[src/hw/rtl/detection_box_overlay_unit_macros.svh]
// Assertion macros shared by the overlay RTL.
// Needs clk and rst_n in the scope of the module that uses them.
`ifndef DETECTION_BOX_OVERLAY_UNIT_MACROS_SVH
`define DETECTION_BOX_OVERLAY_UNIT_MACROS_SVH

// Same-cycle implication, checked out of reset.
`define DBO_ASSERT_NOW(label, ante, cons, msg) \
  label: assert property (@(posedge clk) disable iff (!rst_n) (ante) |-> (cons)) \
    else $error(msg);

// Next-cycle implication, checked out of reset.
`define DBO_ASSERT_NEXT(label, ante, cons, msg) \
  label: assert property (@(posedge clk) disable iff (!rst_n) (ante) |=> (cons)) \
    else $error(msg);

`endif

[src/hw/rtl/dbo_pkg.sv]
// Shared types and constants of the detection box overlay unit.
// Used by dbo_cell and detection_box_overlay_unit; depends on nothing.
package dbo_pkg;

  localparam int OP_BITS    = 2;
  localparam int KIND_BITS  = 2;
  localparam int CAT_BITS   = 4;
  localparam int PIX_BITS   = 11;
  localparam int COLOR_BITS = 8;
  localparam int CFG_BITS   = 12;
  localparam int APB_DATA   = 32;
  localparam int APB_ADDR   = 3;

  typedef enum logic [OP_BITS-1:0] {
    OP_CLEAR  = 2'd0,
    OP_APPEND = 2'd1,
    OP_PIXEL  = 2'd2
  } op_t;

  localparam logic [KIND_BITS-1:0] KIND_WAYBILL = 2'd0;
  localparam logic [KIND_BITS-1:0] KIND_LOGO    = 2'd1;

  localparam logic [CAT_BITS-1:0] CAT_YELLOW = 4'd1;
  localparam logic [CAT_BITS-1:0] CAT_BLUE   = 4'd2;

  localparam logic [COLOR_BITS-1:0] COLOR_FULL = 8'd255;
  localparam logic [COLOR_BITS-1:0] COLOR_NONE = 8'd0;

  // Register index, taken from paddr[2]
  localparam logic REG_IMAGE_WIDTH  = 1'b0;
  localparam logic REG_IMAGE_HEIGHT = 1'b1;

  localparam logic [CFG_BITS-1:0] IMAGE_WIDTH_RST  = 12'd640;
  localparam logic [CFG_BITS-1:0] IMAGE_HEIGHT_RST = 12'd480;

  // Pixel packet travelling down the cell chain
  typedef struct packed {
    logic [PIX_BITS-1:0]   x;
    logic [PIX_BITS-1:0]   y;
    logic [COLOR_BITS-1:0] blue;
    logic [COLOR_BITS-1:0] green;
    logic [COLOR_BITS-1:0] red;
    logic                  in_img;
    logic                  logo_hit;
    logic [CAT_BITS-1:0]   logo_cat;
    logic                  way_hit;
  } pix_pkt_t;

endpackage

[src/hw/rtl/detection_box_overlay_unit.sv]
// Detection box overlay unit: top level with cell chain, box table control,
// output stage and APB registers. Depends on dbo_pkg, dbo_cell and the macros header.
//
// Usage:
//   Input channel (in_valid/in_ready) carries three kinds of transfer, chosen by
//   in_operation: clear the box table, append one box, or one RGB888 pixel.
//   Result channel (out_valid/out_ready) returns one transfer per pixel, in order,
//   with the overlaid bytes and out_recoloured. Box transfers return nothing.
//   Each box lives in one cell of a chain of MAX_BOXES cells; a pixel walks the
//   chain one cell per cycle while the sink does not stall, and collects the winning logo and waybill hits.
//   A pixel result passes the MAX_BOXES cell registers and then the output register.
//   Throughput: one pixel per cycle while the receiver does not stall.
//   A clear or append is taken only once no pixel is left in the chain, so a box
//   transfer right after a pixel waits until it has left the last cell, longer while the sink stalls.
//   When the receiver stalls, the whole chain holds and in_ready drops; nothing
//   is lost or repeated.
//   Reset (rst_n, synchronous) empties the chain and the table count and loads
//   image_width = 640, image_height = 480. APB registers: image_width at 0x0,
//   image_height at 0x4; write them only while the unit is idle.
`include "detection_box_overlay_unit_macros.svh"

module detection_box_overlay_unit #(
  parameter int MAX_BOXES  = 16,
  parameter int BORDER_W   = 2,
  parameter int COORD_BITS = 12
) (
  input  logic                                 clk,
  input  logic                                 rst_n,
  // Input channel
  input  logic                                 in_valid,
  output logic                                 in_ready,
  input  logic [dbo_pkg::OP_BITS-1:0]          in_operation,
  input  logic signed [COORD_BITS-1:0]         in_box_left,
  input  logic signed [COORD_BITS-1:0]         in_box_top,
  input  logic signed [COORD_BITS-1:0]         in_box_right,
  input  logic signed [COORD_BITS-1:0]         in_box_bottom,
  input  logic [dbo_pkg::KIND_BITS-1:0]        in_box_kind,
  input  logic [dbo_pkg::CAT_BITS-1:0]         in_box_category,
  input  logic [dbo_pkg::PIX_BITS-1:0]         in_pixel_x,
  input  logic [dbo_pkg::PIX_BITS-1:0]         in_pixel_y,
  input  logic [dbo_pkg::COLOR_BITS-1:0]       in_pixel_blue,
  input  logic [dbo_pkg::COLOR_BITS-1:0]       in_pixel_green,
  input  logic [dbo_pkg::COLOR_BITS-1:0]       in_pixel_red,
  // Result channel
  output logic                                 out_valid,
  input  logic                                 out_ready,
  output logic [dbo_pkg::COLOR_BITS-1:0]       out_blue,
  output logic [dbo_pkg::COLOR_BITS-1:0]       out_green,
  output logic [dbo_pkg::COLOR_BITS-1:0]       out_red,
  output logic                                 out_recoloured,
  // Configuration port
  input  logic                                 psel,
  input  logic                                 penable,
  input  logic                                 pwrite,
  input  logic [dbo_pkg::APB_ADDR-1:0]         paddr,
  input  logic [dbo_pkg::APB_DATA-1:0]         pwdata,
  output logic [dbo_pkg::APB_DATA-1:0]         prdata,
  output logic                                 pready
);

  localparam int TW = $clog2(MAX_BOXES + 1);

  // Configuration registers
  logic [dbo_pkg::CFG_BITS-1:0] width_r, height_r;
  logic                         cfg_wr;

  // Table count and chain
  logic [TW-1:0]             total_r, total_nxt;
  logic                      adv;
  logic                      chain_busy;
  logic                      in_xfer;
  logic                      is_pixel;
  logic                      do_append;
  logic [MAX_BOXES:0]        valid_chain;
  dbo_pkg::pix_pkt_t         pkt_chain [MAX_BOXES+1];
  logic [MAX_BOXES-1:0]      cell_valid;

  // Output stage
  logic                           out_valid_r;
  logic [dbo_pkg::COLOR_BITS-1:0] blue_r, green_r, red_r;
  logic [dbo_pkg::COLOR_BITS-1:0] blue_nxt, green_nxt, red_nxt;
  logic                           recol_r, recol_nxt;
  dbo_pkg::pix_pkt_t              last_pkt;

  // ---------------------------------------------------------------------------
  // APB registers: write on the access phase, always ready
  // ---------------------------------------------------------------------------
  assign pready = 1'b1;
  assign cfg_wr = psel && penable && pwrite && pready;

  always_ff @(posedge clk) begin
    if (!rst_n) begin
      width_r  <= dbo_pkg::IMAGE_WIDTH_RST;
      height_r <= dbo_pkg::IMAGE_HEIGHT_RST;
    end else if (cfg_wr) begin
      if (paddr[2] == dbo_pkg::REG_IMAGE_WIDTH) begin
        width_r <= pwdata[dbo_pkg::CFG_BITS-1:0];
      end else begin
        height_r <= pwdata[dbo_pkg::CFG_BITS-1:0];
      end
    end
  end

  always_comb begin
    if (paddr[2] == dbo_pkg::REG_IMAGE_HEIGHT) begin
      prdata = dbo_pkg::APB_DATA'(height_r);
    end else begin
      prdata = dbo_pkg::APB_DATA'(width_r);
    end
  end

  // ---------------------------------------------------------------------------
  // Input control: the chain advances unless a result waits on a stalled sink.
  // Box transfers wait for an empty chain so no pixel in flight sees a new table.
  // ---------------------------------------------------------------------------
  assign adv        = !out_valid_r || out_ready;
  assign chain_busy = |cell_valid;
  assign is_pixel   = (in_operation == dbo_pkg::OP_PIXEL);
  assign in_ready   = adv && (is_pixel || !chain_busy);
  assign in_xfer    = in_valid && in_ready;
  assign do_append  = in_xfer && (in_operation == dbo_pkg::OP_APPEND) &&
                      (total_r < TW'(MAX_BOXES));

  always_comb begin
    total_nxt = total_r;
    if (in_xfer && (in_operation == dbo_pkg::OP_CLEAR)) begin
      total_nxt = '0;
    end else if (do_append) begin
      total_nxt = total_r + TW'(1);
    end
  end

  always_ff @(posedge clk) begin
    if (!rst_n) begin
      total_r <= '0;
    end else begin
      total_r <= total_nxt;
    end
  end

  // Chain head: pixel packet with nothing hit yet
  always_comb begin
    pkt_chain[0]          = '0;
    pkt_chain[0].x        = in_pixel_x;
    pkt_chain[0].y        = in_pixel_y;
    pkt_chain[0].blue     = in_pixel_blue;
    pkt_chain[0].green    = in_pixel_green;
    pkt_chain[0].red      = in_pixel_red;
    pkt_chain[0].in_img   = ({1'b0, in_pixel_x} < width_r) && ({1'b0, in_pixel_y} < height_r);
  end
  assign valid_chain[0] = in_xfer && is_pixel;

  // ---------------------------------------------------------------------------
  // Cell chain: cell i holds table entry i and is live while i < total
  // ---------------------------------------------------------------------------
  for (genvar i = 0; i < MAX_BOXES; i++) begin : g_cell
    dbo_cell #(
      .COORD_BITS (COORD_BITS),
      .BORDER_W   (BORDER_W)
    ) u_cell (
      .clk       (clk),
      .rst_n     (rst_n),
      .adv       (adv),
      .active    (TW'(i) < total_r),
      .wr_en     (do_append && (total_r == TW'(i))),
      .wr_left   (in_box_left),
      .wr_top    (in_box_top),
      .wr_right  (in_box_right),
      .wr_bottom (in_box_bottom),
      .wr_kind   (in_box_kind),
      .wr_cat    (in_box_category),
      .in_valid  (valid_chain[i]),
      .in_pkt    (pkt_chain[i]),
      .out_valid (valid_chain[i+1]),
      .out_pkt   (pkt_chain[i+1])
    );
    assign cell_valid[i] = valid_chain[i+1];
  end

  // ---------------------------------------------------------------------------
  // Output stage: logo wins over waybill, pixels outside the image pass
  // ---------------------------------------------------------------------------
  assign last_pkt = pkt_chain[MAX_BOXES];

  always_comb begin
    blue_nxt  = last_pkt.blue;
    green_nxt = last_pkt.green;
    red_nxt   = last_pkt.red;
    recol_nxt = 1'b0;
    priority if (last_pkt.in_img && last_pkt.logo_hit) begin
      recol_nxt = 1'b1;
      priority if (last_pkt.logo_cat == dbo_pkg::CAT_YELLOW) begin
        blue_nxt  = dbo_pkg::COLOR_NONE;
        green_nxt = dbo_pkg::COLOR_FULL;
        red_nxt   = dbo_pkg::COLOR_FULL;
      end else if (last_pkt.logo_cat == dbo_pkg::CAT_BLUE) begin
        blue_nxt  = dbo_pkg::COLOR_FULL;
        green_nxt = dbo_pkg::COLOR_NONE;
        red_nxt   = dbo_pkg::COLOR_NONE;
      end else begin
        blue_nxt  = dbo_pkg::COLOR_NONE;
        green_nxt = dbo_pkg::COLOR_NONE;
        red_nxt   = dbo_pkg::COLOR_FULL;
      end
    end else if (last_pkt.in_img && last_pkt.way_hit) begin
      recol_nxt = 1'b1;
      blue_nxt  = dbo_pkg::COLOR_NONE;
      green_nxt = dbo_pkg::COLOR_FULL;
      red_nxt   = dbo_pkg::COLOR_NONE;
    end else begin
      recol_nxt = 1'b0;
    end
  end

  always_ff @(posedge clk) begin
    if (!rst_n) begin
      out_valid_r <= 1'b0;
    end else if (adv) begin
      out_valid_r <= valid_chain[MAX_BOXES];
    end
  end

  always_ff @(posedge clk) begin
    if (adv) begin
      blue_r  <= blue_nxt;
      green_r <= green_nxt;
      red_r   <= red_nxt;
      recol_r <= recol_nxt;
    end
  end

  assign out_valid      = out_valid_r;
  assign out_blue       = blue_r;
  assign out_green      = green_r;
  assign out_red        = red_r;
  assign out_recoloured = recol_r;

  // ---------------------------------------------------------------------------
  // Assertions
  // ---------------------------------------------------------------------------
  `DBO_ASSERT_NOW(a_box_only_when_drained, in_xfer && !is_pixel, !chain_busy, "box transfer with pixels in chain")
  `DBO_ASSERT_NOW(a_total_in_range, 1'b1, total_r <= TW'(MAX_BOXES), "box count past capacity")
  `DBO_ASSERT_NEXT(a_full_append_ignored, in_xfer && (in_operation == dbo_pkg::OP_APPEND) && (total_r == TW'(MAX_BOXES)), total_r == TW'(MAX_BOXES), "append changed a full table")
  `DBO_ASSERT_NEXT(a_chain_holds_on_stall, out_valid_r && !out_ready, $stable(cell_valid), "chain moved while sink stalled")
  `DBO_ASSERT_NOW(a_no_input_on_stall, out_valid_r && !out_ready, !in_ready, "input taken while sink stalled")

endmodule

[src/hw/rtl/dbo_cell.sv]
// One box cell of the overlay chain: holds a box and tests the passing pixel.
// Depends on dbo_pkg.
module dbo_cell #(
  parameter int COORD_BITS = 12,
  parameter int BORDER_W   = 2
) (
  input  logic                                clk,
  input  logic                                rst_n,
  input  logic                                adv,
  input  logic                                active,
  input  logic                                wr_en,
  input  logic signed [COORD_BITS-1:0]        wr_left,
  input  logic signed [COORD_BITS-1:0]        wr_top,
  input  logic signed [COORD_BITS-1:0]        wr_right,
  input  logic signed [COORD_BITS-1:0]        wr_bottom,
  input  logic [dbo_pkg::KIND_BITS-1:0]       wr_kind,
  input  logic [dbo_pkg::CAT_BITS-1:0]        wr_cat,
  input  logic                                in_valid,
  input  dbo_pkg::pix_pkt_t                   in_pkt,
  output logic                                out_valid,
  output dbo_pkg::pix_pkt_t                   out_pkt
);

  localparam int CW = ((COORD_BITS > dbo_pkg::PIX_BITS) ? COORD_BITS : dbo_pkg::PIX_BITS) + 2;

  logic signed [COORD_BITS-1:0]   left_r, top_r, right_r, bottom_r;
  logic [dbo_pkg::KIND_BITS-1:0]  kind_r;
  logic [dbo_pkg::CAT_BITS-1:0]   cat_r;
  logic                           valid_r;
  dbo_pkg::pix_pkt_t              pkt_r;
  dbo_pkg::pix_pkt_t              pkt_nxt;

  logic signed [CW-1:0] x_s, y_s, l_s, t_s, r_s, b_s, lw_s;
  logic xin, yin, border, drawable, hit;

  always_ff @(posedge clk) begin
    if (wr_en) begin
      left_r   <= wr_left;
      top_r    <= wr_top;
      right_r  <= wr_right;
      bottom_r <= wr_bottom;
      kind_r   <= wr_kind;
      cat_r    <= wr_cat;
    end
  end

  always_comb begin
    x_s  = $signed({{(CW-dbo_pkg::PIX_BITS){1'b0}}, in_pkt.x});
    y_s  = $signed({{(CW-dbo_pkg::PIX_BITS){1'b0}}, in_pkt.y});
    l_s  = CW'(left_r);
    t_s  = CW'(top_r);
    r_s  = CW'(right_r);
    b_s  = CW'(bottom_r);
    lw_s = CW'(BORDER_W - 1);
    xin  = (x_s >= l_s) && (x_s <= r_s);
    yin  = (y_s >= t_s) && (y_s <= b_s);
    border = (xin && (y_s >= t_s) && (y_s <= t_s + lw_s)) ||
             (xin && (y_s >= b_s - lw_s) && (y_s <= b_s)) ||
             (yin && (x_s >= l_s) && (x_s <= l_s + lw_s)) ||
             (yin && (x_s >= r_s - lw_s) && (x_s <= r_s));
    drawable = (kind_r == dbo_pkg::KIND_WAYBILL) || (kind_r == dbo_pkg::KIND_LOGO);
    hit      = active && drawable && border;

    // Later cell overwrites: later box wins within a kind
    pkt_nxt = in_pkt;
    if (hit && (kind_r == dbo_pkg::KIND_LOGO)) begin
      pkt_nxt.logo_hit = 1'b1;
      pkt_nxt.logo_cat = cat_r;
    end
    if (hit && (kind_r == dbo_pkg::KIND_WAYBILL)) begin
      pkt_nxt.way_hit = 1'b1;
    end
  end

  always_ff @(posedge clk) begin
    if (!rst_n) begin
      valid_r <= 1'b0;
    end else if (adv) begin
      valid_r <= in_valid;
    end
  end

  always_ff @(posedge clk) begin
    if (adv) begin
      pkt_r <= pkt_nxt;
    end
  end

  assign out_valid = valid_r;
  assign out_pkt   = pkt_r;

endmodule
[config.mk]
export PLATFORM = sky130hd
export DESIGN_NAME = detection_box_overlay_unit
export DESIGN_NICKNAME = d
export VERILOG_FILES = /design/src/hw/rtl/dbo_pkg.sv /design/src/hw/rtl/detection_box_overlay_unit.sv /design/src/hw/rtl/dbo_cell.sv
export VERILOG_INCLUDE_DIRS = /design/src /design/src/hw/rtl
export SDC_FILE = /design/constraint.sdc
export NUM_CORES = 2
export LEC_CHECK = 0
export BUFFER_PORTS_ARGS = -buffer_cell sky130_fd_sc_hd__buf_4
export CORE_UTILIZATION = 60
export CTS_CLUSTER_SIZE = 28
export DETAILED_ROUTE_END_ITERATION = 8
export MAX_ROUTING_LAYER = met4
export PLACE_DENSITY = 0.77
export RECOVER_POWER = 100
export SYNTH_ARGS = -nofsm -noshare
export SYNTH_HDL_FRONTEND = slang
export SYNTH_HIERARCHICAL = 1
export SYNTH_SLANG_ARGS = --single-unit
[constraint.sdc]
create_clock -name clk -period 30.2 [get_ports clk]
set_clock_uncertainty 0.05 [all_clocks]
set_input_delay 1.51 -clock clk [delete_from_list [all_inputs] [get_ports clk]]
set_output_delay 1.51 -clock clk [all_outputs]
set_load 0.01 [all_outputs]
[Word-level counts from Yosys, hierarchy flattened]
Index checks and enable logic that the tools add are counted.
Word-level totals
  bits of input ports: 144
  bits in registers: 1761
  logic and storage cells: 882
  output and inout port bits: 60
Cells by class
  $add $sub $neg: 65
  eq/ne operators: 35
  muxes and demuxes: 30
  $lt $le $gt $ge: 147
  bitwise logic cells: 2
  reductions and logical operators: 341
Operators with widths (count)
  12-bit by 14-bit greater-or-equal comparator with 1-bit output: 32
  12-bit by 14-bit <= comparator with 1-bit output: 32
  12-bit by 2-bit adder with 13-bit output (second input constant): 32
  12-bit by 2-bit subtractor with 13-bit output (second input constant): 32
  12-bit greater-or-equal comparator: 32
  12-bit <= comparator: 32
  1-bit logical AND: 251
  8-bit two-way mux: 11
  1-bit logical OR: 66
  4-bit two-way mux: 15
  5-bit by 4-bit equality test with 1-bit output (second input constant): 8
  4-bit by 5-bit < comparator with 1-bit output (first input constant): 8
  2-bit by 1-bit equality test with 1-bit output (second input constant): 17
  2-bit zero test: 17
  11-bit by 12-bit < comparator with 1-bit output: 2
  5-bit by 3-bit equality test with 1-bit output (second input constant): 4
  3-bit by 5-bit < comparator with 1-bit output (first input constant): 4
  16-bit OR reduction: 1
  12-bit two-way mux: 1
  5-bit by 2-bit equality test with 1-bit output (second input constant): 2
  1-bit by 5-bit < comparator with 1-bit output (first input constant): 2
  2-bit by 5-bit < comparator with 1-bit output (first input constant): 2
  5-bit by 1-bit adder with 5-bit output (second input constant): 1
  5-bit by 1-bit equality test with 1-bit output (second input constant): 1
  11 further kinds: 15

[Longest topological paths before layout]
  depth in word-level cells: 10
  mapped depth: 14
  mapped depth without buffers: 14

[Hierarchy]
The synthesis kept the hierarchy.
By module, submodules not included
  dbo_cell: seq. area each 3233.1 um^2, cells an instance 496, area an instance 6213.5 um^2, times used 16
  detection_box_overlay_unit: seq. area each 1351.3 um^2, cells an instance 396, area an instance 3314.4 um^2, times used 1

[Least setup slack after synthesis]
No wires, ideal clock.
  kind: in2reg
  start: input port out_ready
  end: register g_cell[15].u_cell.bottom_r[0], enable pin
  path slack: 2160 ps
  path buffers: 1
  cell stages on the path: 6
  arrival time: 27391 ps
  required time: 29551 ps
  setup time: 599 ps
  path through: nor2b_1 inv_1 nand2_1 or4b_1 buf_2 nor4_1
On the way
  cells in the longest elaborated chain, start to end: 6
RTL lines
  start: declaration: RTL line detection_box_overlay_unit.sv:46  | input logic out_ready,
  1-bit logical OR: RTL line detection_box_overlay_unit.sv:116  | assign adv = !out_valid_r || out_ready;
  via adv: RTL line detection_box_overlay_unit.sv:69  | logic adv;
  1-bit logical AND: RTL line detection_box_overlay_unit.sv:119  | assign in_ready = adv && (is_pixel || !chain_busy);
  1-bit logical AND: RTL line detection_box_overlay_unit.sv:120  | assign in_xfer = in_valid && in_ready;
  1-bit logical AND (2 in series): RTL line detection_box_overlay_unit.sv:121  | assign do_append = in_xfer && (in_operation == dbo_pkg::OP_APPEND) &&
  1-bit logical AND: RTL line detection_box_overlay_unit.sv:165  | .wr_en (do_append && (total_r == TW'(i))),
  end signal: assignment: RTL line dbo_cell.sv:41  | bottom_r <= wr_bottom;
  end: declaration: RTL line dbo_cell.sv:26  | logic signed [COORD_BITS-1:0] left_r, top_r, right_r, bottom_r;
The timed path passes the listed nets, and every way through them passes these cells.
A chain may end at the register's enable or synchronous reset.

[Worst setup path after layout]
  start: input port out_ready
  end: register blue_r (netlist bit out_blue[2]), enable pin
On the way
  cells in the longest elaborated chain, start to end: 1
RTL lines
  1-bit logical OR: RTL line detection_box_overlay_unit.sv:116
  via adv: RTL line detection_box_overlay_unit.sv:69
  end signal: assignment: RTL line detection_box_overlay_unit.sv:225  | blue_r <= blue_nxt;
  end: declaration: RTL line detection_box_overlay_unit.sv:80  | logic [dbo_pkg::COLOR_BITS-1:0] blue_r, green_r, red_r;
The timed path passes the listed nets, and every way through them passes these cells.

==> out/summary.log <==
INFO  timing         setup_viol_count_final=0
INFO  global_route   antenna_violations_before_repair=40
INFO  route          route.detailed.wl_per_inst=23.6um
INFO  placement      place_hpwl=180000um
INFO  worst_setup_path cp_max_fo=111
INFO  clock_tree     quantity_of_hold_fixing_buffers_added_after_cts=0
INFO  worst_setup_path critical_path.slowest_cell=sky130_fd_sc_hd__clkbuf_1
INFO  route          drt_first_pass_iters=8
INFO  route          num_vias=69151
INFO  synthesis      ys_warn_count=6
INFO  hold_path      worst_hold_path_type=reg -> reg
INFO  worst_setup_path worst_setup_path_start_kind=input pin
INFO  power_and_ir_drop vdd.ir_drop.worst=0.0000651V
INFO  worst_setup_path worstPathArrival=13800ps
INFO  placement      place.detailed.instances=10703
INFO  timing         timing.fmax=74.0MHz
INFO  finish         final_area=112000squm
INFO  worst_setup_path cp_bufs_invs=5
INFO  worst_setup_path crit_family=buffers and inverters
INFO  clock_tree     clock-sinks=1761
INFO  route          drt-total-wl=261000um
INFO  power_and_ir_drop power_per_cell_area=48.9nW/um^2
INFO  timing         timing.final.ws_setup=16680ps
INFO  synthesis      mappedNetlistArea=102000squm
INFO  timing         unrepaired_setup_endpoints_after_global_routing=no
INFO  worst_setup_path crit_top_cell=sky130_fd_sc_hd__clkbuf_1
INFO  finish         flow.area_growth_from_synthesis=9.34%
INFO  power_and_ir_drop switching_share=23.3%
INFO  timing         finalHoldViolCount=0
INFO  global_route   vias_in_the_first_global_route=68977
INFO  finish         post_route_cells_drive_above_1_share=5.40%
INFO  floorplan      die_footprint=172000squm
INFO  power_and_ir_drop pwr-share-seq=51.7%
INFO  synthesis      avgSynthCellArea=12.3squm
INFO  worst_setup_path critical_path.max_stage_delay=3140ps
INFO  placement      gp_congestion=0.962
INFO  timing         finalCriticalPeriod=13520ps
INFO  finish         nNetsFinal=10309
INFO  placement      port_buffers=160
INFO  route          drc_errors=0
INFO  floorplan      initial_core_util=60.4%
INFO  timing         finalHoldWorstSlack=352ps
INFO  floorplan      core_region_area=169000squm
INFO  clock_tree     cts_tree=built
INFO  clock_tree     post-cts-setup-buffer-count=0
INFO  timing         worst-slew-pin-transition=5210ps
INFO  route          drt_iter0_drc=6522
INFO  run_status     outcome=complete, but fails checks
INFO  timing         totalNegativeSetupSlack=0ps
INFO  power_and_ir_drop power.share.clock=42.5%
INFO  power_and_ir_drop power_leakage=0.0451uW
INFO  floorplan      design.portCount=204
INFO  global_route   grt_start_max_net_pins=112
INFO  timing         min_period_over_period=44.8%
INFO  placement      place_area=106000squm
INFO  clock_tree     cts_buffers=183
INFO  clock_tree     clock_insertion_delay_worst_skew=870ps
INFO  worst_setup_path worstSetupEndpointType=flop
INFO  finish         layout.cells.non_filler=11060
INFO  floorplan      die_y=414um
INFO  global_route   grtUsageTotal=31.1%
INFO  run            max_cap_violations=80
INFO  power_and_ir_drop p_int=4190uW
INFO  clock_tree     clock_tree.buffer_depth=3
INFO  clock_tree     clock_tree.htree_level_count=4
INFO  worst_setup_path worstPathRequired=30480ps
INFO  global_route   grt_first_pass_wirelength=395000um
INFO  clock_tree     cts.root.buffer_cell=sky130_fd_sc_hd__clkbuf_16
INFO  power_and_ir_drop power_frac_comb=5.9%
INFO  run_status     failed_checks=capacitance limit, slew limit
INFO  floorplan      die_w=414um
INFO  floorplan      floorplan.rows=151
INFO  global_route   grt_overflow_total=0
INFO  timing         timing.slew.headroom=-247%
INFO  clock_tree     cts_repair_resize_count=0
INFO  route          drt-vias-per-instance=6.25
INFO  worst_setup_path timing_worst_setup_path_type=in -> reg
INFO  route          ant_nets=0
INFO  clock_tree     clk_transition_reported_paths=60ps
INFO  placement      dpl_worst_slack=24610ps
INFO  timing         final-max-slew-violation-count=2609
INFO  power_and_ir_drop p_switching=1270uW
INFO  synthesis      syn_inst=8310
INFO  worst_setup_path cell_by_cell_trace_of_the_critical_path=clkbuf_4 -> nor2b_1 -> clkinvlp_2 -> clkbuf_1 -> clkbuf_1 -> clkbuf_1
-- final timing paths --
path | startpoint | to | slack, ps | depth (start not counted)
max | out_ready | out_blue[2] | 16680 | 6
max reg2reg | out_valid | out_blue[2] | 17070 | 5
min | g_cell[0].u_cell/out_pkt[6] | g_cell[1].u_cell/out_pkt[6] | 350 | 0
min reg2reg | g_cell[0].u_cell/out_pkt[6] | g_cell[1].u_cell/out_pkt[6] | 350 | 0
-- layer usage --
layer  global-route usage, %  vias up  part of all wire (%)
li1                        -    32257                     -
met1                    39.0    33307                    39
met2                    49.6     2910                    46
met3                    4.74      677                   8.9
met4                    15.1        0                   5.4
met5                       -        -                     0
-- per-stage QoR --
stage	utilization [%]	total power, uW
finish	66.0	5460
global route	66.0	5630
CTS	66.5	5500
detailed placement	62.8	3190
global placement	62.8	3170
floorplan	-	3020
-- state kept, by name, indices dropped and copies added, names as in the netlist --
name / cells
out_blue: 8
g_cell.u_cell/out_pkt: 826
out_green: 8
out_red: 8
g_cell.u_cell/out_valid: 16
g_cell.u_cell/kind_r: 32
out_valid: 1
g_cell.u_cell/bottom_r: 192
out_recoloured: 1
width_r: 12
g_cell.u_cell/left_r: 192
g_cell.u_cell/cat_r: 64
g_cell.u_cell/top_r: 192
total_r: 5
g_cell.u_cell/right_r: 192
height_r: 12
-- cells in the final DEF, fill, tap and decap left out, drive strengths merged, types with 46 or more instances in the layout --
cell type     n
edfxtp     1715
ha         1495
inv         919
xnor2       544
clkbuf      383
nand2       361
a21oi       329
nor2        326
nand3       310
o21ai       282
nand4       196
nor4        169
a211oi      145
nor3        131
a21o        126
o21a         98
a211o        97
and3         96
o211ai       87
nand2b       75
clkinv       74
mux2         66
nor2b        65
a31oi        65
and4         64
a2111oi      64
a21boi       52
dfxtp        46
-- area by class of cell --
type                            instances  area, sq um
Multi-Input combinational cell       5627        45800
Sequential cell                      1761        52400
Fill cell                           12291        57500
Antenna cell                           13         32.5
Inverter                              908         3410
Timing Repair Buffer                  189          867
Clock buffer                          213         4730
Tap cell                             2218         2780
Clock inverter                        131         1530
-- power groups by stage --
stage,Sequential [uW],Clock (uW),Combinational (uW)
after floorplan,2830,0,189
after global placement,2860,0,310
after detailed placement,2870,0,323
after CTS,2820,2350,327
after global routing,2820,2450,357
final,2820,2320,321
(Power assumes the default switching activity.)
